===== src/hdl/assert_macros.svh =====
// Assertion macros used by the top-level RTL file of the autocrop block.
`ifndef ASSERT_MACROS_SVH
`define ASSERT_MACROS_SVH
`ifndef ASSERT_OFF
// Antecedent holds at a clock edge -> consequent holds at the same edge.
`define ASSERT_IMPLY(lbl, clk, rst_n, ante, cons) \
    lbl: assert property (@(posedge clk) disable iff (!rst_n) (ante) |-> (cons)) \
        else $error("assertion failed");
// Antecedent holds at a clock edge -> consequent holds at the next edge.
`define ASSERT_NEXT(lbl, clk, rst_n, ante, cons) \
    lbl: assert property (@(posedge clk) disable iff (!rst_n) (ante) |=> (cons)) \
        else $error("assertion failed");
`else
`define ASSERT_IMPLY(lbl, clk, rst_n, ante, cons)
`define ASSERT_NEXT(lbl, clk, rst_n, ante, cons)
`endif
`endif


===== src/hdl/cbb_pkg.sv =====
// Package with shared types, codes and helpers of the autocrop block.
`default_nettype none
package cbb_pkg;

    localparam int PIX_W      = 32;
    localparam int CFG_IDX_W  = 2;
    localparam int CFG_DATA_W = 9;
    localparam int OUT_DATA_W = 72;

    localparam logic [7:0] WHITE_LEVEL = 8'hFF;

    // configuration register indexes
    localparam logic [CFG_IDX_W-1:0] CFG_IMAGE_WIDTH   = 2'd0;
    localparam logic [CFG_IDX_W-1:0] CFG_IMAGE_HEIGHT  = 2'd1;
    localparam logic [CFG_IDX_W-1:0] CFG_CHANNEL_COUNT = 2'd2;

    typedef enum logic {
        CMD_LOAD = 1'b0,
        CMD_READ = 1'b1
    } t_cmd;

    // geometry and flags of one read result
    typedef struct packed {
        logic       empty;
        logic       last;
        logic [7:0] left;
        logic [7:0] top;
        logic [8:0] width;
        logic [8:0] height;
    } t_rd_meta;

    // byte mask for the configured channel count; 0 acts as 1, above 4 as 4
    function automatic logic [PIX_W-1:0] f_pixel_mask(input logic [2:0] cc);
        logic [PIX_W-1:0] m;
        case (cc) inside
            3'd0, 3'd1: m = 32'h0000_00FF;
            3'd2:       m = 32'h0000_FFFF;
            3'd3:       m = 32'h00FF_FFFF;
            default:    m = 32'hFFFF_FFFF;
        endcase
        return m;
    endfunction

endpackage
`default_nettype wire


===== src/hdl/cbb_load.sv =====
// Load side: raster position of incoming pixels and content bounding box.
`default_nettype none
module cbb_load #(
    parameter int MAX_WIDTH  = 256,
    parameter int MAX_HEIGHT = 256
) (
    input  wire logic                          i_clk,
    input  wire logic                          i_rst_n,
    input  wire logic                          i_load,
    input  wire logic [7:0]                    i_pix_lo,
    input  wire logic [$clog2(MAX_WIDTH):0]    i_ew,
    input  wire logic [$clog2(MAX_HEIGHT):0]   i_eh,
    output logic      [$clog2(MAX_WIDTH)-1:0]  o_wcol,
    output logic      [$clog2(MAX_HEIGHT)-1:0] o_wrow,
    output logic                               o_clear,
    output logic      [$clog2(MAX_WIDTH)-1:0]  o_min_col,
    output logic      [$clog2(MAX_WIDTH)-1:0]  o_max_col,
    output logic      [$clog2(MAX_HEIGHT)-1:0] o_min_row,
    output logic      [$clog2(MAX_HEIGHT)-1:0] o_max_row,
    output logic                               o_found
);

    localparam int CW = $clog2(MAX_WIDTH);
    localparam int RW = $clog2(MAX_HEIGHT);
    localparam logic [CW-1:0] MIN_COL_RST = CW'(MAX_WIDTH - 1);
    localparam logic [RW-1:0] MIN_ROW_RST = RW'(MAX_HEIGHT - 1);

    logic [CW-1:0] r_col, n_col, r_min_col, n_min_col, r_max_col, n_max_col;
    logic [RW-1:0] r_row, n_row, r_min_row, n_min_row, r_max_row, n_max_row;
    logic          r_found, n_found;
    logic [CW:0]   c1, c2;
    logic [RW:0]   r1, r2;
    logic          origin;

    always_comb begin
        // wrap a position left stale by a geometry change
        c1 = {1'b0, r_col};
        r1 = {1'b0, r_row};
        if (c1 >= i_ew) begin
            c1 = '0;
            r1 = r1 + 1'b1;
        end
        if (r1 >= i_eh) begin
            r1 = '0;
        end
        origin = (c1 == '0) && (r1 == '0);

        // frame origin starts a fresh box
        n_min_col = origin ? MIN_COL_RST : r_min_col;
        n_max_col = origin ? '0 : r_max_col;
        n_min_row = origin ? MIN_ROW_RST : r_min_row;
        n_max_row = origin ? '0 : r_max_row;
        n_found   = origin ? 1'b0 : r_found;
        if (i_pix_lo != cbb_pkg::WHITE_LEVEL) begin
            if (c1[CW-1:0] < n_min_col) n_min_col = c1[CW-1:0];
            if (c1[CW-1:0] > n_max_col) n_max_col = c1[CW-1:0];
            if (r1[RW-1:0] < n_min_row) n_min_row = r1[RW-1:0];
            if (r1[RW-1:0] > n_max_row) n_max_row = r1[RW-1:0];
            n_found = 1'b1;
        end

        c2 = c1 + 1'b1;
        r2 = r1;
        if (c2 >= i_ew) begin
            c2 = '0;
            r2 = r1 + 1'b1;
            if (r2 >= i_eh) begin
                r2 = '0;
            end
        end
        n_col = c2[CW-1:0];
        n_row = r2[RW-1:0];
    end

    always_ff @(posedge i_clk) begin
        if (!i_rst_n) begin
            r_col     <= '0;
            r_row     <= '0;
            r_min_col <= MIN_COL_RST;
            r_max_col <= '0;
            r_min_row <= MIN_ROW_RST;
            r_max_row <= '0;
            r_found   <= 1'b0;
        end else if (i_load) begin
            r_col     <= n_col;
            r_row     <= n_row;
            r_min_col <= n_min_col;
            r_max_col <= n_max_col;
            r_min_row <= n_min_row;
            r_max_row <= n_max_row;
            r_found   <= n_found;
        end
    end

    assign o_wcol    = c1[CW-1:0];
    assign o_wrow    = r1[RW-1:0];
    assign o_clear   = i_load && origin;
    assign o_min_col = r_min_col;
    assign o_max_col = r_max_col;
    assign o_min_row = r_min_row;
    assign o_max_row = r_max_row;
    assign o_found   = r_found;

endmodule
`default_nettype wire


===== config.mk =====
export PLATFORM = sky130hd
export DESIGN_NAME = cbb_load
export DESIGN_NICKNAME = d
export VERILOG_FILES = /design/src/hdl/assert_macros.svh /design/src/hdl/cbb_pkg.sv /design/src/hdl/cbb_load.sv
export SDC_FILE = /design/constraint.sdc
export NUM_CORES = 1
export LEC_CHECK = 0
export BUFFER_PORTS_ARGS = -buffer_cell sky130_fd_sc_hd__clkbuf_2
export CAP_MARGIN = 20
export CORE_ASPECT_RATIO = 1.75
export CORE_MARGIN = 1
export CORE_UTILIZATION = 35
export CTS_CLUSTER_DIAMETER = 80
export DETAILED_ROUTE_END_ITERATION = 7
export PLACE_DENSITY_LB_ADDON = 0.3
export REMOVE_ABC_BUFFERS = 1
export SYNTH_ARGS = -nofsm -noshare
export SYNTH_HDL_FRONTEND = slang
export SYNTH_SLANG_ARGS = --single-unit

===== constraint.sdc =====
create_clock -name i_clk -period 8.2 [get_ports i_clk]
set_input_delay 0 -clock i_clk [delete_from_list [all_inputs] [get_ports i_clk]]
set_output_delay 0 -clock i_clk [all_outputs]
set_load 0.05 [all_outputs]

==> impl_metrics.csv <==
group,metric,value,unit
synthesis,ys_seq_area_share,22.5,%
synthesis,synth_ff_type,"dfxtp_1",
synthesis,synth_common_cells,"70 x ha_1, 60 x nor2_1, 59 x nand2_1",
setup_path,r2r-end,"o_min_row[6]",
routing,drcViolationCount,0,
setup_path,crit_path_max_fanout,18,
setup_path,slowest_stage,"or4b_1",
min_path,holdPathStages,2,
setup_path,crit_start,"r_col[7]",
pwr,switching_share,41.1,%
pwr,power.switching,0.318,mW
routing,wl,14.2,mm
synthesis,synth_top_area_share,22.5,%
clock_tree,cts_setup_buffers,0,
pwr,p_int,0.456,mW
floorplanning,rows,53,
synthesis,postSynth.asyncResetShare,0,%
min_path,min_path_type,"in -> reg",
pwr,p_seq_share,36.1,%
synthesis,yosys-top-cells-area,"dfxtp_1 22%, ha_1 20%, nor2_1 5.2%, nand2_1 5.1%, inv_1 3.9%",
setup_path,critical_path_arrival,7710,ps
pwr,leakage,2.47,nW
routing,antenna_left,0,
timing,worstMarginPinSlew,884,ps
run_status,outcome,"finished clean",
timing,finalHoldViolations,0,
clock_tree,numCtsBuffers,5,
global_routing,grt_pass1_vias,4386,
timing,fmax,133,MHz
synthesis,synthMuxAreaShare,0.488,%
placed_design,dp_hpwl,11.3,mm
flow_run,max_cap_viol_count,0,
setup_path,worst_ep_required_time,8420,ps
synthesis,yosys_warnings,0,
synthesis,synth_xor_area_share,2.81,%
clock_tree,cts-htree-levels,2,
clock_tree,cts.reportedPaths.clkPinSlew,70,ps
setup_path,end_kind,"register",
floorplanning,die_area,0.0129,mm2
setup_path,reg2reg_from,"r_col[7]",
final_layout,regArea,981,um2
clock_tree,cts.root.buffer_cell,"clkbuf_16",
timing,rsz0062_at_grt,"no",
pwr,power_frac_comb,36.2,%
synthesis,synth_area,0.00436,mm2
synthesis,synth_fa_ha_area_share,20.1,%
final_layout,nNetsFinal,728,
routing,drt_iter0_drc,284,
pwr,power.total,0.773,mW
placed_design,pre_cts_slack,820,ps
timing,slew_viol_final,0,
synthesis,synthSimpleGateAreaFrac,21.0,%
routing,viasPerCell,5.76,
routing,num_vias,4577,
global_routing,grt_max_degree,28,
clock_tree,cts.path.max_buffers,2,
floorplanning,chipWidth,86.4,um
pwr,power_frac_clock,27.6,%
timing,relSlewSlack,40.5,%
global_routing,antenna_found_initial,0,
floorplanning,core-area,0.0121,mm2
timing,fin_ws,709,ps
clock_tree,cts_tree,"yes",
setup_path,critical_path.max_stage_delay,820,ps
synthesis,synthDistinctLibCells,69,
floorplanning,ios,79,
global_routing,track_usage,22.4,%
clock_tree,cts.sinks,49,
final_layout,drive_above_1_share,16.7,%
floorplanning,dieHeight,150,um
synthesis,synth_compound_area_share,26.7,%
final_layout,synthToLayoutAreaGrowth,15.2,%
timing,finalCritPeriodShare,91.4,%
timing,final.setup_skew,6.83,ps
synthesis,synth_top_family_by_area,"compound AO/OA/AOI/OAI gates",
placed_design,io_buffers,78,
placed_design,globalplace.congestion,0.933,
setup_path,crit_type,"reg -> reg",
synthesis,synth-seq-cells,49,
routing,wl_per_cell,17.9,um
synthesis,synth_area_per_cell,7.76,um2
synthesis,synth_edf_count,0,
setup_path,reg2reg_depth,22,
setup_path,r2r_slack,710,ps
timing,post-route-min-period,7490,ps
min_path,min_to,"r_row[3]",
clock_tree,clk_latency,300,ps
synthesis,yosys.area.top_type,"dfxtp_1",
final_layout,fill_cells,1314,
global_routing,grt_pass1_wl,22.3,mm
synthesis,yosysMostFrequentCell,"ha_1",
floorplanning,initial_utilization,36.1,%
pwr,p_per_area,154,mW/mm2
synthesis,syn_inst,562,
global_routing,grt-ovfl-total,0,
timing,tns,0,ps
setup_path,worstSetupStartpointType,"register",
clock_tree,post_cts_resized,0,
timing,hold_slack,249,ps
clock_tree,ctsHoldBuffers,0,
final_layout,multi_input_area,0.00311,mm2
final_layout,antenna_cells,0,
min_path,hp-start,"i_load",
setup_path,cp_cell_sequence,"ha_1 -> and3_4 -> a221o_1 -> a31oi_4 -> nor3_1 -> or2_2 -> ha_1 -> o2111ai_1 -> o21ai_0 -> nor4_1 -> nor2_1 -> or4b_1 -> nor2_2 -> nor2_1 -> ha_1 -> a211oi_1 -> nor2_1 -> nor4_1 -> nor4_1 -> o31ai_1 -> o21bai_4 -> a2bb2oi_1",
pwr,ir_worst_vdd,0.000113,V
routing,firstDrtPassIters,7,
timing,setup_viol,0,
## power by group through the flow
| stage | clock [mW] | sequential [mW] | combinational [mW] |
|---|---|---|---|
| floorplan | 0 | 0.339 | 0.145 |
| global placement | 0 | 0.284 | 0.272 |
| detailed placement | 0 | 0.284 | 0.279 |
| CTS | 0.217 | 0.279 | 0.280 |
| global route | 0.224 | 0.282 | 0.304 |
| finish | 0.214 | 0.279 | 0.280 |
## worst max path at each step
stage | end | cells past startpoint
after detailed placement | o_min_col[0] | 22
after floorplan | o_max_col[4] | 23
after CTS | o_min_col[5] | 21
after global routing | o_min_col[3] | 22
final | o_min_row[6] | 22
after global placement | o_min_col[5] | 21
## per-stage QoR
step	cell area, um2	std cells	util, %
finish	5030	795	41.6
global route	5030	795	41.6
CTS	5030	795	41.6
detailed placement	4890	787	40.5
global placement	4890	787	40.5
floorplan	4260	541	-
## area by class of cell
type / count / share of cell area [%]
well taps: 165 / 4.11
clock buffers: 6 / 2.56
clock inverters: 2 / 0.199
flip-flops and latches: 49 / 19.5
inverters: 47 / 3.51
repair buffers: 81 / 8.22
multi-input cells: 445 / 61.9
## metal layers
layer  GRT usage [%]  share of wire, %
met1            23.4                38
met2            40.4                50
met3            2.59               3.9
met4            16.9               8.2
met5               0                 0
## registers in the layout, summed over array words and instances, names as in the netlist
signal	cells
o_min_col	8
o_min_row	8
o_max_row	8
o_max_col	8
o_found	1
r_col	8
r_row	8
## cells by family (layout without fill, tap and decap cells)
kind of cell | count (synthesis) | count (layout)
AO/OA/AOI/OAI | 166 | 166
AND/OR/NAND/NOR | 193 | 193
flip-flops | 49 | 49
XOR/XNOR | 14 | 14
adder cells (fa/ha/maj) | 70 | 70
multiplexers | 2 | 2
buffers and inverters | 68 | 136
## critical path: cells and delay by family (launching register included)
family | cells | cell delay (ps)
compound gates | 8 | 2550
fa+ha+maj | 3 | 880
flops | 1 | 420
simple gates | 11 | 3560
## cells in the final DEF, fill, tap and decap left out, drive strengths merged, types with 3 or more instances in the layout
| cell type | count |
|---|---|
| clkbuf | 84 |
| ha | 70 |
| nor2 | 61 |
| nand2 | 60 |
| dfxtp | 49 |
| inv | 46 |
| o21ai | 35 |
| a21oi | 28 |
| a22oi | 16 |
| nand3 | 13 |
| a21o | 12 |
| xnor2 | 12 |
| o21a | 11 |
| o2111ai | 10 |
| o211ai | 10 |
| nand4 | 9 |
| a31oi | 9 |
| a2bb2oi | 8 |
| nor2b | 7 |
| nor4 | 7 |
| nor3 | 7 |
| or2 | 6 |
| nand2b | 4 |
| a221oi | 4 |
| and2 | 4 |
| and3 | 4 |
| nor4b | 3 |
| o22ai | 3 |
| a211oi | 3 |
| buf | 3 |
| o31ai | 3 |
| clkinv | 3 |
Note: power is estimated with default switching activity, not from simulation.
