==> config.mk <==
export PLATFORM = sky130hd
export DESIGN_NAME = cbb_read
export DESIGN_NICKNAME = d
export VERILOG_FILES = /design/src/hdl/assert_macros.svh /design/src/hdl/cbb_pkg.sv /design/src/hdl/cbb_read.sv
export SDC_FILE = /design/constraint.sdc
export NUM_CORES = 1
export LEC_CHECK = 0
export BUFFER_PORTS_ARGS = -buffer_cell sky130_fd_sc_hd__buf_2
export CELL_PAD_IN_SITES_DETAIL_PLACEMENT = 0
export CELL_PAD_IN_SITES_GLOBAL_PLACEMENT = 1
export CORE_MARGIN = 4
export CORE_UTILIZATION = 35
export CTS_BUF_LIST = sky130_fd_sc_hd__clkbuf_8
export DETAILED_ROUTE_END_ITERATION = 8
export PLACE_DENSITY = 0.78
export SYNTH_ARGS = -nofsm -noshare
export SYNTH_HDL_FRONTEND = slang
export SYNTH_SLANG_ARGS = --single-unit
==> constraint.sdc <==
create_clock -name i_clk -period 10.7 [get_ports i_clk]
set_clock_uncertainty 0.15 [all_clocks]
set_input_delay 1.605 -clock i_clk [delete_from_list [all_inputs] [get_ports i_clk]]
set_output_delay 1.605 -clock i_clk [all_outputs]
set_load 0.05 [all_outputs]
==> src/hdl/assert_macros.svh <==
// Assertion macros used by the top-level RTL file of the autocrop block.
`ifndef ASSERT_MACROS_SVH
`define ASSERT_MACROS_SVH
`ifndef ASSERT_OFF
// Antecedent holds at a clock edge -> consequent holds at the same edge.
`define ASSERT_IMPLY(lbl, clk, rst_n, ante, cons) \
    lbl: assert property (@(posedge clk) disable iff (!rst_n) (ante) |-> (cons)) \
        else $error("assertion failed");
// Antecedent holds at a clock edge -> consequent holds at the next edge.
`define ASSERT_NEXT(lbl, clk, rst_n, ante, cons) \
    lbl: assert property (@(posedge clk) disable iff (!rst_n) (ante) |=> (cons)) \
        else $error("assertion failed");
`else
`define ASSERT_IMPLY(lbl, clk, rst_n, ante, cons)
`define ASSERT_NEXT(lbl, clk, rst_n, ante, cons)
`endif
`endif

==> src/hdl/cbb_pkg.sv <==
// Package with shared types, codes and helpers of the autocrop block.
`default_nettype none
package cbb_pkg;

    localparam int PIX_W      = 32;
    localparam int CFG_IDX_W  = 2;
    localparam int CFG_DATA_W = 9;
    localparam int OUT_DATA_W = 72;

    localparam logic [7:0] WHITE_LEVEL = 8'hFF;

    // configuration register indexes
    localparam logic [CFG_IDX_W-1:0] CFG_IMAGE_WIDTH   = 2'd0;
    localparam logic [CFG_IDX_W-1:0] CFG_IMAGE_HEIGHT  = 2'd1;
    localparam logic [CFG_IDX_W-1:0] CFG_CHANNEL_COUNT = 2'd2;

    typedef enum logic {
        CMD_LOAD = 1'b0,
        CMD_READ = 1'b1
    } t_cmd;

    // geometry and flags of one read result
    typedef struct packed {
        logic       empty;
        logic       last;
        logic [7:0] left;
        logic [7:0] top;
        logic [8:0] width;
        logic [8:0] height;
    } t_rd_meta;

    // byte mask for the configured channel count; 0 acts as 1, above 4 as 4
    function automatic logic [PIX_W-1:0] f_pixel_mask(input logic [2:0] cc);
        logic [PIX_W-1:0] m;
        case (cc) inside
            3'd0, 3'd1: m = 32'h0000_00FF;
            3'd2:       m = 32'h0000_FFFF;
            3'd3:       m = 32'h00FF_FFFF;
            default:    m = 32'hFFFF_FFFF;
        endcase
        return m;
    endfunction

endpackage
`default_nettype wire

==> src/hdl/cbb_read.sv <==
// Read side: crop walk, frame-store read issue, read stage and output register.
`default_nettype none
module cbb_read #(
    parameter int MAX_WIDTH  = 256,
    parameter int MAX_HEIGHT = 256
) (
    input  wire logic                                    i_clk,
    input  wire logic                                    i_rst_n,
    input  wire logic                                    i_read,
    input  wire logic                                    i_clear,
    input  wire logic                                    i_found,
    input  wire logic [$clog2(MAX_WIDTH)-1:0]            i_min_col,
    input  wire logic [$clog2(MAX_WIDTH)-1:0]            i_max_col,
    input  wire logic [$clog2(MAX_HEIGHT)-1:0]           i_min_row,
    input  wire logic [$clog2(MAX_HEIGHT)-1:0]           i_max_row,
    input  wire logic [cbb_pkg::PIX_W-1:0]               i_mask,
    output logic      [$clog2(MAX_WIDTH)-1:0]            o_rcol,
    output logic      [$clog2(MAX_HEIGHT)-1:0]           o_rrow,
    input  wire logic [cbb_pkg::PIX_W-1:0]               i_rdata,
    output logic                                         o_ready,
    output logic                                         o_valid,
    input  wire logic                                    i_ready,
    output logic      [cbb_pkg::PIX_W-1:0]               o_pixel,
    output cbb_pkg::t_rd_meta                            o_meta
);

    localparam int CW = $clog2(MAX_WIDTH);
    localparam int RW = $clog2(MAX_HEIGHT);

    logic [CW-1:0] r_pos_col, n_pos_col;
    logic [RW-1:0] r_pos_row, n_pos_row;
    logic [CW:0]   bw, rc1, rc2;
    logic [RW:0]   bh, rr1, rr2;
    cbb_pkg::t_rd_meta n_meta, r_p1_meta, r_out_meta;
    logic          r_p1_vld, r_out_vld, move;
    logic [cbb_pkg::PIX_W-1:0] r_out_pix;

    always_comb begin
        bw  = {1'b0, i_max_col} - {1'b0, i_min_col} + 1'b1;
        bh  = {1'b0, i_max_row} - {1'b0, i_min_row} + 1'b1;
        rc1 = {1'b0, r_pos_col};
        rr1 = {1'b0, r_pos_row};
        if (rc1 >= bw) begin
            rc1 = '0;
            rr1 = rr1 + 1'b1;
        end
        if (rr1 >= bh) begin
            rr1 = '0;
        end
        rc2 = rc1 + 1'b1;
        rr2 = rr1;
        if (rc2 >= bw) begin
            rc2 = '0;
            rr2 = rr1 + 1'b1;
            if (rr2 >= bh) begin
                rr2 = '0;
            end
        end
        n_pos_col = rc2[CW-1:0];
        n_pos_row = rr2[RW-1:0];

        n_meta.empty  = !i_found;
        n_meta.last   = !i_found || ((rc1 == bw - 1'b1) && (rr1 == bh - 1'b1));
        n_meta.left   = i_found ? 8'(i_min_col) : 8'd0;
        n_meta.top    = i_found ? 8'(i_min_row) : 8'd0;
        n_meta.width  = i_found ? 9'(bw) : 9'd0;
        n_meta.height = i_found ? 9'(bh) : 9'd0;
    end

    assign o_rcol  = i_min_col + rc1[CW-1:0];
    assign o_rrow  = i_min_row + rr1[RW-1:0];

    assign move    = r_p1_vld && (!r_out_vld || i_ready);
    assign o_ready = !r_p1_vld || move;

    always_ff @(posedge i_clk) begin
        if (!i_rst_n) begin
            r_pos_col <= '0;
            r_pos_row <= '0;
            r_p1_vld  <= 1'b0;
            r_out_vld <= 1'b0;
        end else begin
            if (i_clear) begin
                r_pos_col <= '0;
                r_pos_row <= '0;
            end else if (i_read && i_found) begin
                r_pos_col <= n_pos_col;
                r_pos_row <= n_pos_row;
            end
            if (i_read) begin
                r_p1_vld <= 1'b1;
            end else if (move) begin
                r_p1_vld <= 1'b0;
            end
            if (move) begin
                r_out_vld <= 1'b1;
            end else if (i_ready) begin
                r_out_vld <= 1'b0;
            end
        end
    end

    // payload
    always_ff @(posedge i_clk) begin
        if (i_read) begin
            r_p1_meta <= n_meta;
        end
        if (move) begin
            r_out_meta <= r_p1_meta;
            r_out_pix  <= r_p1_meta.empty ? '0 : (i_rdata & i_mask);
        end
    end

    assign o_valid = r_out_vld;
    assign o_pixel = r_out_pix;
    assign o_meta  = r_out_meta;

endmodule
`default_nettype wire

==> out/summary.json, run 1 <==
{
  "setup.worst_path.end_class": {"value": "primary output"},
  "drtPass1Iterations": {"value": 5},
  "critPathSlowestCell": {"value": "sky130_fd_sc_hd__or4b_1"},
  "first_global_vias": {"value": 6232},
  "synth.yosys.warnings": {"value": 0},
  "post_synth_num_cell_types": {"value": 80},
  "detailroute.via_count": {"value": 6515},
  "synth_enable_flop_cells": {"value": 104},
  "min_from": {"value": "r_p1_meta[3]"},
  "clock_power_share": {"value": 0.274},
  "grt.busiest_layer": {"value": "met2"},
  "tritoncts": {"value": "built"},
  "grt_usage": {"value": 0.171},
  "dpl_cell_area": {"value": 9200, "unit": "sq um"},
  "cp_data_arrival_time": {"value": 8.42, "unit": "ns"},
  "clk_pin_slew_worst_paths": {"value": 0.08, "unit": "ns"},
  "drv_slew": {"value": 0},
  "met3_usage": {"value": 0.0331},
  "nets": {"value": 1177},
  "dieWidth": {"value": 158, "unit": "um"},
  "comb_power_share": {"value": 0.295},
  "pin_count_of_the_biggest_net_entering_global_routing": {"value": 41},
  "asr_flop_ratio_synth": {"value": 0},
  "p_int": {"value": 0.000839, "unit": "W"},
  "crit-reg2reg-launch": {"value": "r_pos_col[4]"},
  "numClockSinks": {"value": 122},
  "design.core.area": {"value": 22000, "unit": "sq um"},
  "p_sw": {"value": 0.000468, "unit": "W"},
  "timing.fmax": {"value": 98.3, "unit": "MHz"},
  "totalWireLength": {"value": 21800, "unit": "um"},
  "grt_first_pass_wirelength": {"value": 33300, "unit": "um"},
  "die_area": {"value": 25000, "unit": "sq um"},
  "start_kind": {"value": "input pin"},
  "initial_core_utilization": {"value": 0.358},
  "total_power": {"value": 0.00131, "unit": "W"},
  "met1_demand_to_capacity_share_in_global_routing": {"value": 0.225},
  "post_place_setup_slack": {"value": 0.319, "unit": "ns"},
  "cp_common_cell": {"value": "sky130_fd_sc_hd__ha_1"},
  "placedCellCount": {"value": 1251},
  "clock_latency_on_the_worst_skew_pair": {"value": 0.45, "unit": "ns"},
  "crit_path_max_fanout": {"value": 8},
  "layout-area-overhead-vs-synth": {"value": 21.6, "unit": "%"},
  "detailed_place_hpwl": {"value": 17200, "unit": "um"},
  "design.portCount": {"value": 188},
  "path_class": {"value": "input pin to primary output"},
  "run_status": {"value": "finished, final reports clean"},
  "vias_per_cell": {"value": 5.07},
  "antenna_left": {"value": 0},
  "clockRootBuffer": {"value": "sky130_fd_sc_hd__clkbuf_8"},
  "nFillCells": {"value": 2199},
  "synth-seq-cells": {"value": 122},
  "worst-r2r-setup-slack": {"value": 3.83, "unit": "ns"},
  "diodes": {"value": 0},
  "mappedNetlistArea": {"value": 7890, "unit": "sq um"},
  "route.detailed.wl_per_inst": {"value": 17.0, "unit": "um"},
  "postSynthNetCount": {"value": 978},
  "maxCapViolCount": {"value": 0},
  "final_min_period_over_clock_period": {"value": 0.951},
  "timing.final.crit_period": {"value": 10.18, "unit": "ns"},
  "final_cell_area": {"value": 9590, "unit": "sq um"},
  "worst_path_largest_cell_delay": {"value": 0.50, "unit": "ns"},
  "antenna_found_initial": {"value": 0},
  "power.share.sequential": {"value": 0.432},
  "report.final.setup_viol": {"value": 0},
  "cts_buf_count": {"value": 17},
  "hold_ws": {"value": 0.266, "unit": "ns"},
  "timing.critical_path.required": {"value": 8.95, "unit": "ns"},
  "timing.hold.worst.class": {"value": "register to register"},
  "rows": {"value": 54},
  "drt_iter0_markers": {"value": 335},
  "ctsLongestPathBuffers": {"value": 2},
  "max-slew-margin-rel": {"value": 0.291},
  "final.setup.worst_slack": {"value": 0.523, "unit": "ns"},
  "sw_frac_of_total": {"value": 0.358},
  "max-vdd-ir-drop": {"value": 0.0545, "unit": "mV"},
  "dominantRegCellSynth": {"value": "sky130_fd_sc_hd__edfxtp_1"},
  "grt_overflow_total": {"value": 0},
  "port-buffer-count": {"value": 187},
  "finalHoldViolations": {"value": 0},
  "postSynthCellCount": {"value": 792},
  "chipHeight": {"value": 158, "unit": "um"},
  "power_density": {"value": 136, "unit": "nW/um^2"},
  "place_congestion": {"value": 0.941},
  "layout.cells.non_filler": {"value": 1284},
  "ctsHoldBuffers": {"value": 0},
  "tightestPinTransition": {"value": 1.06, "unit": "ns"},
  "h-tree-depth": {"value": 4},
  "post-route-drc-count": {"value": 0},
  "global_route.usage.met2": {"value": 0.288},
  "synthesized_area_per_cell": {"value": 9.96, "unit": "sq um"},
  "power.static_leakage": {"value": 4.32, "unit": "nW"},
  "ys_seq_area_frac": {"value": 0.442},
  "final_layout_size_suffix_gt1_frac": {"value": 0.260},
  "critical_path_start": {"value": "i_min_col[1]"}
}
[cells in the final DEF, fill, tap and decap left out, drive strengths merged, types with 3 or more instances in the layout]
cell | netlist | routed
a211o | 3 | 3
nand3 | 26 | 26
dfxtp | 18 | 18
a221oi | 4 | 4
a21oi | 39 | 39
o21ai | 29 | 29
or4 | 3 | 3
nor2b | 7 | 7
and2 | 15 | 15
nor3 | 15 | 15
o21a | 6 | 6
clkinv | 0 | 10
o221ai | 5 | 5
a21o | 11 | 11
nand4 | 8 | 8
a31oi | 8 | 8
and3 | 6 | 6
clkbuf | 18 | 17
o21bai | 6 | 6
xnor2 | 33 | 33
edfxtp | 104 | 104
inv | 60 | 64
nand2b | 8 | 8
xor2 | 24 | 24
ha | 81 | 81
buf | 5 | 203
a2bb2oi | 3 | 3
nand2 | 78 | 78
fa | 3 | 3
nor3b | 3 | 3
mux2i | 3 | 3
o211ai | 8 | 8
a22oi | 3 | 3
o22ai | 3 | 3
a211oi | 5 | 5
nor2 | 110 | 110
[through the flow]
| step | TNS, ns | utilization |
|---|---|---|
| 2_1_floorplan | 0 | - |
| 3_3_place_gp | 0 | 0.418 |
| 3_5_place_dp | 0 | 0.418 |
| 4_1_cts | 0 | 0.433 |
| 5_1_grt | -0.0187 | 0.435 |
| 6_report | 0 | 0.435 |
[cell usage after synthesis (4+ instances only)]
cell	instances	share of area
sky130_fd_sc_hd__nor2_1	110	0.052
sky130_fd_sc_hd__edfxtp_1	104	0.40
sky130_fd_sc_hd__ha_1	81	0.13
sky130_fd_sc_hd__nand2_1	75	0.036
sky130_fd_sc_hd__inv_1	59	0.028
sky130_fd_sc_hd__a21oi_1	38	0.024
sky130_fd_sc_hd__xnor2_1	32	0.036
sky130_fd_sc_hd__nand3_1	25	0.016
sky130_fd_sc_hd__xor2_1	24	0.027
sky130_fd_sc_hd__o21ai_0	23	0.015
sky130_fd_sc_hd__clkbuf_1	18	0.0086
sky130_fd_sc_hd__dfxtp_1	18	0.046
sky130_fd_sc_hd__and2_1	14	0.011
sky130_fd_sc_hd__nor3_1	14	0.0089
sky130_fd_sc_hd__a21o_1	11	0.010
sky130_fd_sc_hd__nand2b_1	8	0.0063
sky130_fd_sc_hd__a31oi_1	7	0.0056
sky130_fd_sc_hd__nand4_1	7	0.0056
sky130_fd_sc_hd__nor2b_1	7	0.0056
sky130_fd_sc_hd__o211ai_1	7	0.0067
sky130_fd_sc_hd__and3_1	6	0.0048
sky130_fd_sc_hd__o21a_1	6	0.0057
sky130_fd_sc_hd__o21bai_1	6	0.0057
sky130_fd_sc_hd__o221ai_1	5	0.0056
sky130_fd_sc_hd__a211oi_1	4	0.0038
sky130_fd_sc_hd__o21ai_1	4	0.0025
[worst max-delay path: cells and delay by family]
family	cells	cell delay [ns]
adders and majority gates	6	1.76
xor gates and xnor gates	2	0.58
and+or+nand+nor	8	1.57
AOI/OAI and AO/OA	9	1.98
buffers and inverters	7	0.93
[timing repair]
action / CTS / global route
resized for setup: 0 / 6
setup endpoints to repair: 0 / 3
setup buffers: 0 / 1
[path summary, 6_finish.rpt]
check             depth (start not counted)      endpoint
hold reg to reg                           0     o_meta[3]
setup / recovery                         32     o_rrow[6]
hold / removal                            0     o_meta[3]
setup reg to reg                         25  r_pos_row[3]
[sequential cells by signal (all words and copies together), names as in the netlist]
name / flops
o_meta: 36
o_pixel: 32
o_valid: 1
r_p1_meta: 36
r_p1_vld: 1
r_pos_col: 8
r_pos_row: 8
[per-layer routing]
metal  vias up  routed length (um)
met5         -                   0
met4         0                 328
met3        22                1470
met2       244               10300
met1      2996                9770
li1       3253                   -
[power groups by stage]
stage / registers [W] / clock network (W) / logic [W]
floorplan: 0.000620 / 0 / 0.000224
finish: 0.000564 / 0.000358 / 0.000385
detailed placement: 0.000576 / 0 / 0.000379
CTS: 0.000565 / 0.000371 / 0.000381
global placement: 0.000574 / 0 / 0.000378
global route: 0.000568 / 0.000397 / 0.000423
[kinds of logic (layout without fill, tap and decap cells)]
kind of cell	Yosys count	in the layout	synth area share
muxes	5	5	0.00714
AOI/OAI and AO/OA	150	150	0.135
xor gates and xnor gates	58	58	0.0671
DFF	122	122	0.442
and+or+nand+nor	290	290	0.172
buffers and inverters	83	295	0.0408
adders and majority gates	84	84	0.136
[final cells by class]
type	instances	area (sq um)	area share
flip-flops and latches	122	3480	0.363
well taps	280	350	0.0365
repair buffers	203	1060	0.110
clock buffers	17	234	0.0244
inverters	60	225	0.0235
multi-input cells	587	4140	0.432
clock inverters	15	101	0.0106
Power figures use the tool's default switching activity.
==> inputs of run 2 (changes only) <==
==> constraint.sdc (replaced) <==
create_clock -name i_clk -period 10.3 [get_ports i_clk]
set_clock_uncertainty 0.15 [all_clocks]
set_input_delay 1.545 -clock i_clk [delete_from_list [all_inputs] [get_ports i_clk]]
set_output_delay 1.545 -clock i_clk [all_outputs]
set_load 0.05 [all_outputs]
==> run 2 against run 1 <==
  * Wire length down 0.57%
  * Total power is 9.8% higher
  * Final cell count rose by 0.16%
  * Highest routed layer unchanged
  * Core utilization rose by 0.59 points
  * Clock-buffer cell count did not move
  * Global-route usage down 0.43 points
  * Clock power rose by 23%
  * Die area did not move
==> out/summary.json, run 2 (synthesized netlist as in run 1, its figures left out) <==
{
  "finish.utilization": {"value": 0.441},
  "layout-area-overhead-vs-synth": {"value": 23.2, "unit": "%"},
  "grt_overflow_total": {"value": 0},
  "pin_count_of_the_biggest_net_entering_global_routing": {"value": 52},
  "min_from": {"value": "r_p1_meta[20]"},
  "sw_frac_of_total": {"value": 0.351},
  "worst_path_largest_cell_delay": {"value": 0.50, "unit": "ns"},
  "start_kind": {"value": "input pin"},
  "post-route-drc-count": {"value": 0},
  "diodes": {"value": 0},
  "comb_power_share": {"value": 0.284},
  "vias_per_cell": {"value": 5.11},
  "clockRootBuffer": {"value": "sky130_fd_sc_hd__clkbuf_8"},
  "dieWidth": {"value": 158, "unit": "um"},
  "max-vdd-ir-drop": {"value": 0.0784, "unit": "mV"},
  "h-tree-depth": {"value": 4},
  "cts_buf_count": {"value": 17},
  "rsz0062_at_grt": {"value": "no"},
  "crit_buf_inv": {"value": 6},
  "design.core.area": {"value": 22000, "unit": "sq um"},
  "hold_end": {"value": "o_meta[20]"},
  "totalWireLength": {"value": 21700, "unit": "um"},
  "critPathSlowestCell": {"value": "sky130_fd_sc_hd__or4b_1"},
  "power.static_leakage": {"value": 4.36, "unit": "nW"},
  "timing.final.crit_period": {"value": 9.77, "unit": "ns"},
  "layout.cells.most_common": {"value": "sky130_fd_sc_hd__buf_2"},
  "total_power": {"value": 0.00143, "unit": "W"},
  "clock_power_share": {"value": 0.308},
  "setup_total_negative_slack": {"value": 0, "unit": "ns"},
  "timing.hold.worst.class": {"value": "register to register"},
  "chipHeight": {"value": 158, "unit": "um"},
  "power_density": {"value": 148, "unit": "nW/um^2"},
  "final_min_period_over_clock_period": {"value": 0.949},
  "layout.cells.most_common_list": {"value": "sky130_fd_sc_hd__buf_2 (184), sky130_fd_sc_hd__nor2_1 (108), sky130_fd_sc_hd__edfxtp_1 (104)"},
  "power.share.sequential": {"value": 0.408},
  "antenna_left": {"value": 0},
  "regToRegEndpoint": {"value": "r_pos_row[4]"},
  "hold_ws": {"value": 0.257, "unit": "ns"},
  "grt_first_pass_wirelength": {"value": 32700, "unit": "um"},
  "p_int": {"value": 0.000931, "unit": "W"},
  "final_layout_size_suffix_gt1_frac": {"value": 0.268},
  "setup.worst_path.end_class": {"value": "primary output"},
  "dominant_delay_contributor_by_cell_family_on_the_critical_path": {"value": "compound AO/OA/AOI/OAI gates"},
  "max-slew-margin-rel": {"value": 0.263},
  "drv_slew": {"value": 0},
  "timing.reg2reg.worst_path_depth": {"value": 25},
  "rows": {"value": 54},
  "finalHoldViolations": {"value": 0},
  "drt_iter0_markers": {"value": 465},
  "cp_common_cell": {"value": "sky130_fd_sc_hd__ha_1"},
  "worstSetupPathDepth": {"value": 33},
  "design.portCount": {"value": 188},
  "clock_latency_on_the_worst_skew_pair": {"value": 0.45, "unit": "ns"},
  "timing.critical_path.required": {"value": 8.61, "unit": "ns"},
  "clk_pin_slew_worst_paths": {"value": 0.10, "unit": "ns"},
  "port-buffer-count": {"value": 187},
  "numClockSinks": {"value": 122},
  "crit-reg2reg-launch": {"value": "r_pos_col[2]"},
  "route.detailed.wl_per_inst": {"value": 16.9, "unit": "um"},
  "p_sw": {"value": 0.000504, "unit": "W"},
  "tightestPinTransition": {"value": 1.11, "unit": "ns"},
  "first_global_vias": {"value": 6250},
  "timing.fmax": {"value": 102, "unit": "MHz"},
  "hold-path-cell-count": {"value": 0},
  "initial_core_utilization": {"value": 0.358},
  "place_congestion": {"value": 0.919},
  "cp_data_arrival_time": {"value": 8.08, "unit": "ns"},
  "worst-r2r-setup-slack": {"value": 3.65, "unit": "ns"},
  "grt_usage": {"value": 0.167},
  "tritoncts": {"value": "built"},
  "path_class": {"value": "input pin to primary output"},
  "maxCapViolCount": {"value": 0},
  "report.final.setup_viol": {"value": 0},
  "nets": {"value": 1180},
  "ctsLongestPathBuffers": {"value": 2},
  "die_area": {"value": 25000, "unit": "sq um"},
  "drtPass1Iterations": {"value": 5},
  "crit_path_max_fanout": {"value": 10},
  "detailed_place_hpwl": {"value": 17000, "unit": "um"},
  "detailroute.via_count": {"value": 6567},
  "run_status": {"value": "finished, final reports clean"},
  "antenna_found_initial": {"value": 0},
  "ctsHoldBuffers": {"value": 0}
}
-- run 2: cell types whose count changed in the layout (fill, tap and decap cells not counted), sizes merged --
| cell | previous run | this run |
|---|---|---|
| clkinv | 10 | 6 |
| buf | 203 | 205 |
| bufinv | 0 | 2 |
| clkbuf | 17 | 18 |
| inv | 64 | 65 |
-- run 2: worst max-delay path by stage --
stage                       from        end  slack (ns)
global route        i_min_col[1]  o_rrow[7]        0.02
global placement    i_min_col[1]  o_rrow[7]        0.35
CTS                 i_min_col[1]  o_rrow[6]        0.06
finish              i_min_col[1]  o_rrow[6]        0.53
floorplan           i_max_col[1]  o_rrow[7]        0.27
detailed placement  i_min_col[1]  o_rrow[6]        0.07
-- run 2: power by group through the flow --
stage	Clock, W	Combinational, W	Sequential (W)
detailed placement	0	0.000395	0.000598
finish	0.000441	0.000408	0.000586
global placement	0	0.000393	0.000596
CTS	0.000454	0.000398	0.000587
floorplan	0	0.000233	0.000644
global route	0.000476	0.000446	0.000589
-- run 2: layout make-up --
class | instances | area, sq um
clock buffer | 17 | 234
clock inverter | 14 | 166
fill | 2141 | 12300
inverter | 60 | 225
multi-input combinational | 587 | 4170
sequential | 122 | 3480
tap | 280 | 350
timing repair buffer | 206 | 1090
-- run 2: per-layer routing --
layer	part of all wire	global-route usage	up-vias
met2	0.47	0.279	236
met4	0.016	0.0528	0
li1	-	-	3252
met3	0.066	0.0279	24
met1	0.45	0.222	3055
met5	0	0	-
-- run 2: what timing repair did --
item	CTS	global route
buffers inserted	0	4
resized for setup	0	19
setup endpoints to repair	0	6
-- run 2: per-stage QoR --
stage,area (sq um),worst slack [ns],std cells
floorplan,7890,0.269,792
global placement,9200,0.354,1251
detailed placement,9200,0.0690,1251
CTS,9600,0.0573,1282
global route,9720,0.0156,1286
finish,9720,0.527,1286
==> inputs of run 3 (changes only) <==
--- a/config.mk
+++ b/config.mk
@@ -5,14 +5,15 @@
 export SDC_FILE = /design/constraint.sdc
 export NUM_CORES = 1
 export LEC_CHECK = 0
-export BUFFER_PORTS_ARGS = -buffer_cell sky130_fd_sc_hd__buf_2
 export CELL_PAD_IN_SITES_DETAIL_PLACEMENT = 0
 export CELL_PAD_IN_SITES_GLOBAL_PLACEMENT = 1
 export CORE_MARGIN = 4
 export CORE_UTILIZATION = 35
 export CTS_BUF_LIST = sky130_fd_sc_hd__clkbuf_8
 export DETAILED_ROUTE_END_ITERATION = 8
-export PLACE_DENSITY = 0.78
+export DONT_BUFFER_PORTS = 1
+export MAX_ROUTING_LAYER = met4
+export PLACE_DENSITY = 0.69
 export SYNTH_ARGS = -nofsm -noshare
 export SYNTH_HDL_FRONTEND = slang
 export SYNTH_SLANG_ARGS = --single-unit
==> run 3 against run 2 <==
  * Non-clock buffer count decreased by 174
  * Final cell count decreased by 14%
  * Clock-buffer cell count unchanged
  * Critical path depth increased by 3
  * First-iteration DRC count decreased by 4.9%
  * Core utilization decreased by 3.9 points
  * Flip-flop and latch count unchanged
  * Sequential share of layout area increased by 3.5 points
  * Critical endpoint is now o_rrow[7]
  * Wire length decreased by 3.6%
  * Setup slack got worse by 0.016 ns
  * Global-route usage increased by 0.41 points
==> out/summary.json, run 3 (synthesized netlist as in run 1, its figures left out) <==
{
  "power.share.sequential": {"value": 0.466},
  "final_min_period_over_clock_period": {"value": 0.950},
  "layout.cells.most_common_list": {"value": "sky130_fd_sc_hd__nor2_1 (110), sky130_fd_sc_hd__edfxtp_1 (104), sky130_fd_sc_hd__ha_1 (81)"},
  "dominant_delay_contributor_by_cell_family_on_the_critical_path": {"value": "compound AO/OA/AOI/OAI gates"},
  "clock_power_share": {"value": 0.297},
  "total_power": {"value": 0.00137, "unit": "W"},
  "die_area": {"value": 25000, "unit": "sq um"},
  "hold_end": {"value": "o_meta[33]"},
  "clock_latency_on_the_worst_skew_pair": {"value": 0.44, "unit": "ns"},
  "hold-path-cell-count": {"value": 0},
  "timing.final.crit_period": {"value": 9.79, "unit": "ns"},
  "detailed_place_hpwl": {"value": 16400, "unit": "um"},
  "chipHeight": {"value": 158, "unit": "um"},
  "ctsLongestPathBuffers": {"value": 2},
  "run_status": {"value": "finished, final reports clean"},
  "drt_iter0_markers": {"value": 442},
  "power_density": {"value": 155, "unit": "nW/um^2"},
  "maxCapViolCount": {"value": 0},
  "timing.critical_path.required": {"value": 8.61, "unit": "ns"},
  "comb_power_share": {"value": 0.237},
  "worst_path_largest_cell_delay": {"value": 0.41, "unit": "ns"},
  "cts_buf_count": {"value": 17},
  "wl_met2": {"value": 10300, "unit": "um"},
  "grt_usage": {"value": 0.171},
  "routed-wl-met3": {"value": 1050, "unit": "um"},
  "timing.fmax": {"value": 102, "unit": "MHz"},
  "design.portCount": {"value": 188},
  "detailroute.via_count": {"value": 5828},
  "cp_data_arrival_time": {"value": 8.09, "unit": "ns"},
  "totalWireLength": {"value": 20900, "unit": "um"},
  "layout.cells.most_common": {"value": "sky130_fd_sc_hd__nor2_1"},
  "hold_ws": {"value": 0.266, "unit": "ns"},
  "antenna_left": {"value": 0},
  "dpl_cell_area": {"value": 8380, "unit": "sq um"},
  "nets": {"value": 1006},
  "drtPass1Iterations": {"value": 5},
  "design.core.area": {"value": 22000, "unit": "sq um"},
  "nFillCells": {"value": 2179},
  "timing.reg2reg.worst_path_depth": {"value": 27},
  "crit_path_max_fanout": {"value": 8},
  "report.final.setup_viol": {"value": 0},
  "place_congestion": {"value": 0.939},
  "h-tree-depth": {"value": 4},
  "first_global_vias": {"value": 5811},
  "clockRootBuffer": {"value": "sky130_fd_sc_hd__clkbuf_8"},
  "post-route-drc-count": {"value": 0},
  "grt_first_pass_wirelength": {"value": 32200, "unit": "um"},
  "rows": {"value": 54},
  "start_kind": {"value": "input pin"},
  "ctsHoldBuffers": {"value": 0},
  "wl_met1": {"value": 9430, "unit": "um"},
  "tritoncts": {"value": "built"},
  "final_layout_size_suffix_gt1_frac": {"value": 0.108},
  "path_class": {"value": "input pin to primary output"},
  "initial_core_utilization": {"value": 0.358},
  "vias_per_cell": {"value": 5.25},
  "p_int": {"value": 0.000906, "unit": "W"},
  "worst-r2r-setup-slack": {"value": 3.54, "unit": "ns"},
  "crit_buf_inv": {"value": 8},
  "crit-reg2reg-launch": {"value": "r_pos_col[2]"},
  "route.detailed.wl_per_inst": {"value": 18.8, "unit": "um"},
  "p_sw": {"value": 0.000468, "unit": "W"},
  "max-vdd-ir-drop": {"value": 0.0804, "unit": "mV"},
  "diodes": {"value": 0},
  "layout-area-overhead-vs-synth": {"value": 12.2, "unit": "%"},
  "grt_overflow_total": {"value": 0},
  "pin_count_of_the_biggest_net_entering_global_routing": {"value": 66},
  "finalHoldViolations": {"value": 0},
  "antenna_found_initial": {"value": 0},
  "drv_slew": {"value": 0},
  "port-buffer-count": {"value": 0},
  "numClockSinks": {"value": 122},
  "tightestPinTransition": {"value": 1.06, "unit": "ns"},
  "dieWidth": {"value": 158, "unit": "um"},
  "setup.worst_path.end_class": {"value": "primary output"},
  "timing.hold.worst.class": {"value": "register to register"},
  "clk_pin_slew_worst_paths": {"value": 0.07, "unit": "ns"},
  "regToRegEndpoint": {"value": "r_pos_row[3]"},
  "power.static_leakage": {"value": 3.68, "unit": "nW"},
  "min_from": {"value": "r_p1_meta[33]"},
  "max-slew-margin-rel": {"value": 0.289},
  "critPathSlowestCell": {"value": "sky130_fd_sc_hd__a311o_1"},
  "final_cell_area": {"value": 8850, "unit": "sq um"},
  "sw_frac_of_total": {"value": 0.341},
  "dr.max_layer_used": {"value": "met4"}
}
-- run 3: cell count changes in the layout (fill, tap and decap cells not counted), moves of 3 or more --
cell	delta
sky130_fd_sc_hd__buf_2	-184
sky130_fd_sc_hd__buf_4	+10
sky130_fd_sc_hd__clkinv_4	-5
sky130_fd_sc_hd__clkinv_2	+3
sky130_fd_sc_hd__clkinvlp_4	+3
sky130_fd_sc_hd__inv_6	-3
-- run 3: worst register-to-register path, stage by stage, from the launching register on --
cell	delay [ns]
sky130_fd_sc_hd__dfxtp_1	0.49
sky130_fd_sc_hd__ha_1	0.30
sky130_fd_sc_hd__a21oi_1	0.34
sky130_fd_sc_hd__o221ai_4	0.21
sky130_fd_sc_hd__o211ai_1	0.30
sky130_fd_sc_hd__a41oi_4	0.16
sky130_fd_sc_hd__buf_12	0.17
sky130_fd_sc_hd__buf_4	0.13
sky130_fd_sc_hd__o211ai_1	0.17
sky130_fd_sc_hd__xor2_1	0.21
sky130_fd_sc_hd__inv_1	0.11
sky130_fd_sc_hd__ha_1	0.21
sky130_fd_sc_hd__a2111o_1	0.40
sky130_fd_sc_hd__a31oi_1	0.20
sky130_fd_sc_hd__o21bai_1	0.13
sky130_fd_sc_hd__nor2_1	0.20
sky130_fd_sc_hd__buf_4	0.18
sky130_fd_sc_hd__ha_1	0.25
sky130_fd_sc_hd__nand2b_1	0.15
sky130_fd_sc_hd__a21o_1	0.18
sky130_fd_sc_hd__a21o_1	0.17
sky130_fd_sc_hd__a21o_1	0.20
sky130_fd_sc_hd__a211o_1	0.30
sky130_fd_sc_hd__a21oi_1	0.17
sky130_fd_sc_hd__o21ai_0	0.22
sky130_fd_sc_hd__nor2_1	0.51
sky130_fd_sc_hd__a21oi_1	0.15
sky130_fd_sc_hd__a221oi_1	0.29
-- run 3: how the worst max path moves through the flow --
stage,depth (start not counted),endpoint,slack (ns),start
after floorplan,32,o_rrow[7],0.27,i_max_col[1]
after global placement,33,o_rrow[6],0.34,i_max_col[1]
after detailed placement,33,o_rrow[6],0.12,i_max_col[1]
after CTS,33,o_rrow[6],0.1,i_max_col[1]
after global routing,36,o_rrow[7],-0.02,i_max_col[1]
final,36,o_rrow[7],0.51,i_max_col[1]
-- run 3: stage by stage --
step,instances,utilization,setup TNS (ns),worst slack [ns]
floorplan,792,-,0,0.269
global placement,1077,0.380,0,0.342
detailed placement,1077,0.380,0,0.118
CTS,1107,0.397,0,0.0962
global route,1111,0.402,-0.0361,-0.0245
finish,1111,0.402,0,0.511
-- run 3: metal layers --
metal	up-vias	track usage
li1	2900	-
met3	12	0.0303
met2	189	0.280
met1	2727	0.222
met4	0	0.0390
met5	-	-
-- run 3: power by group through the flow --
stage	logic (W)	registers (W)	clock network, W
global route	0.000365	0.000644	0.000439
floorplan	0.000233	0.000644	0
CTS	0.000320	0.000641	0.000422
global placement	0.000320	0.000651	0
detailed placement	0.000318	0.000652	0
finish	0.000326	0.000640	0.000408
-- run 3: final cells by class --
class | instances | area, sq um | share of cell area
multi-input cells | 587 | 4160 | 0.470
flip-flops and latches | 122 | 3480 | 0.394
well taps | 280 | 350 | 0.0396
repair buffers | 32 | 265 | 0.0300
clock buffers | 17 | 234 | 0.0264
inverters | 60 | 225 | 0.0254
clock inverters | 13 | 130 | 0.0147
-- run 3: repair_timing --
| action | in CTS | in global routing |
|---|---|---|
| setup buffers | 0 | 4 |
| resized for setup | 0 | 9 |
| endpoints found under the setup margin | 0 | 5 |
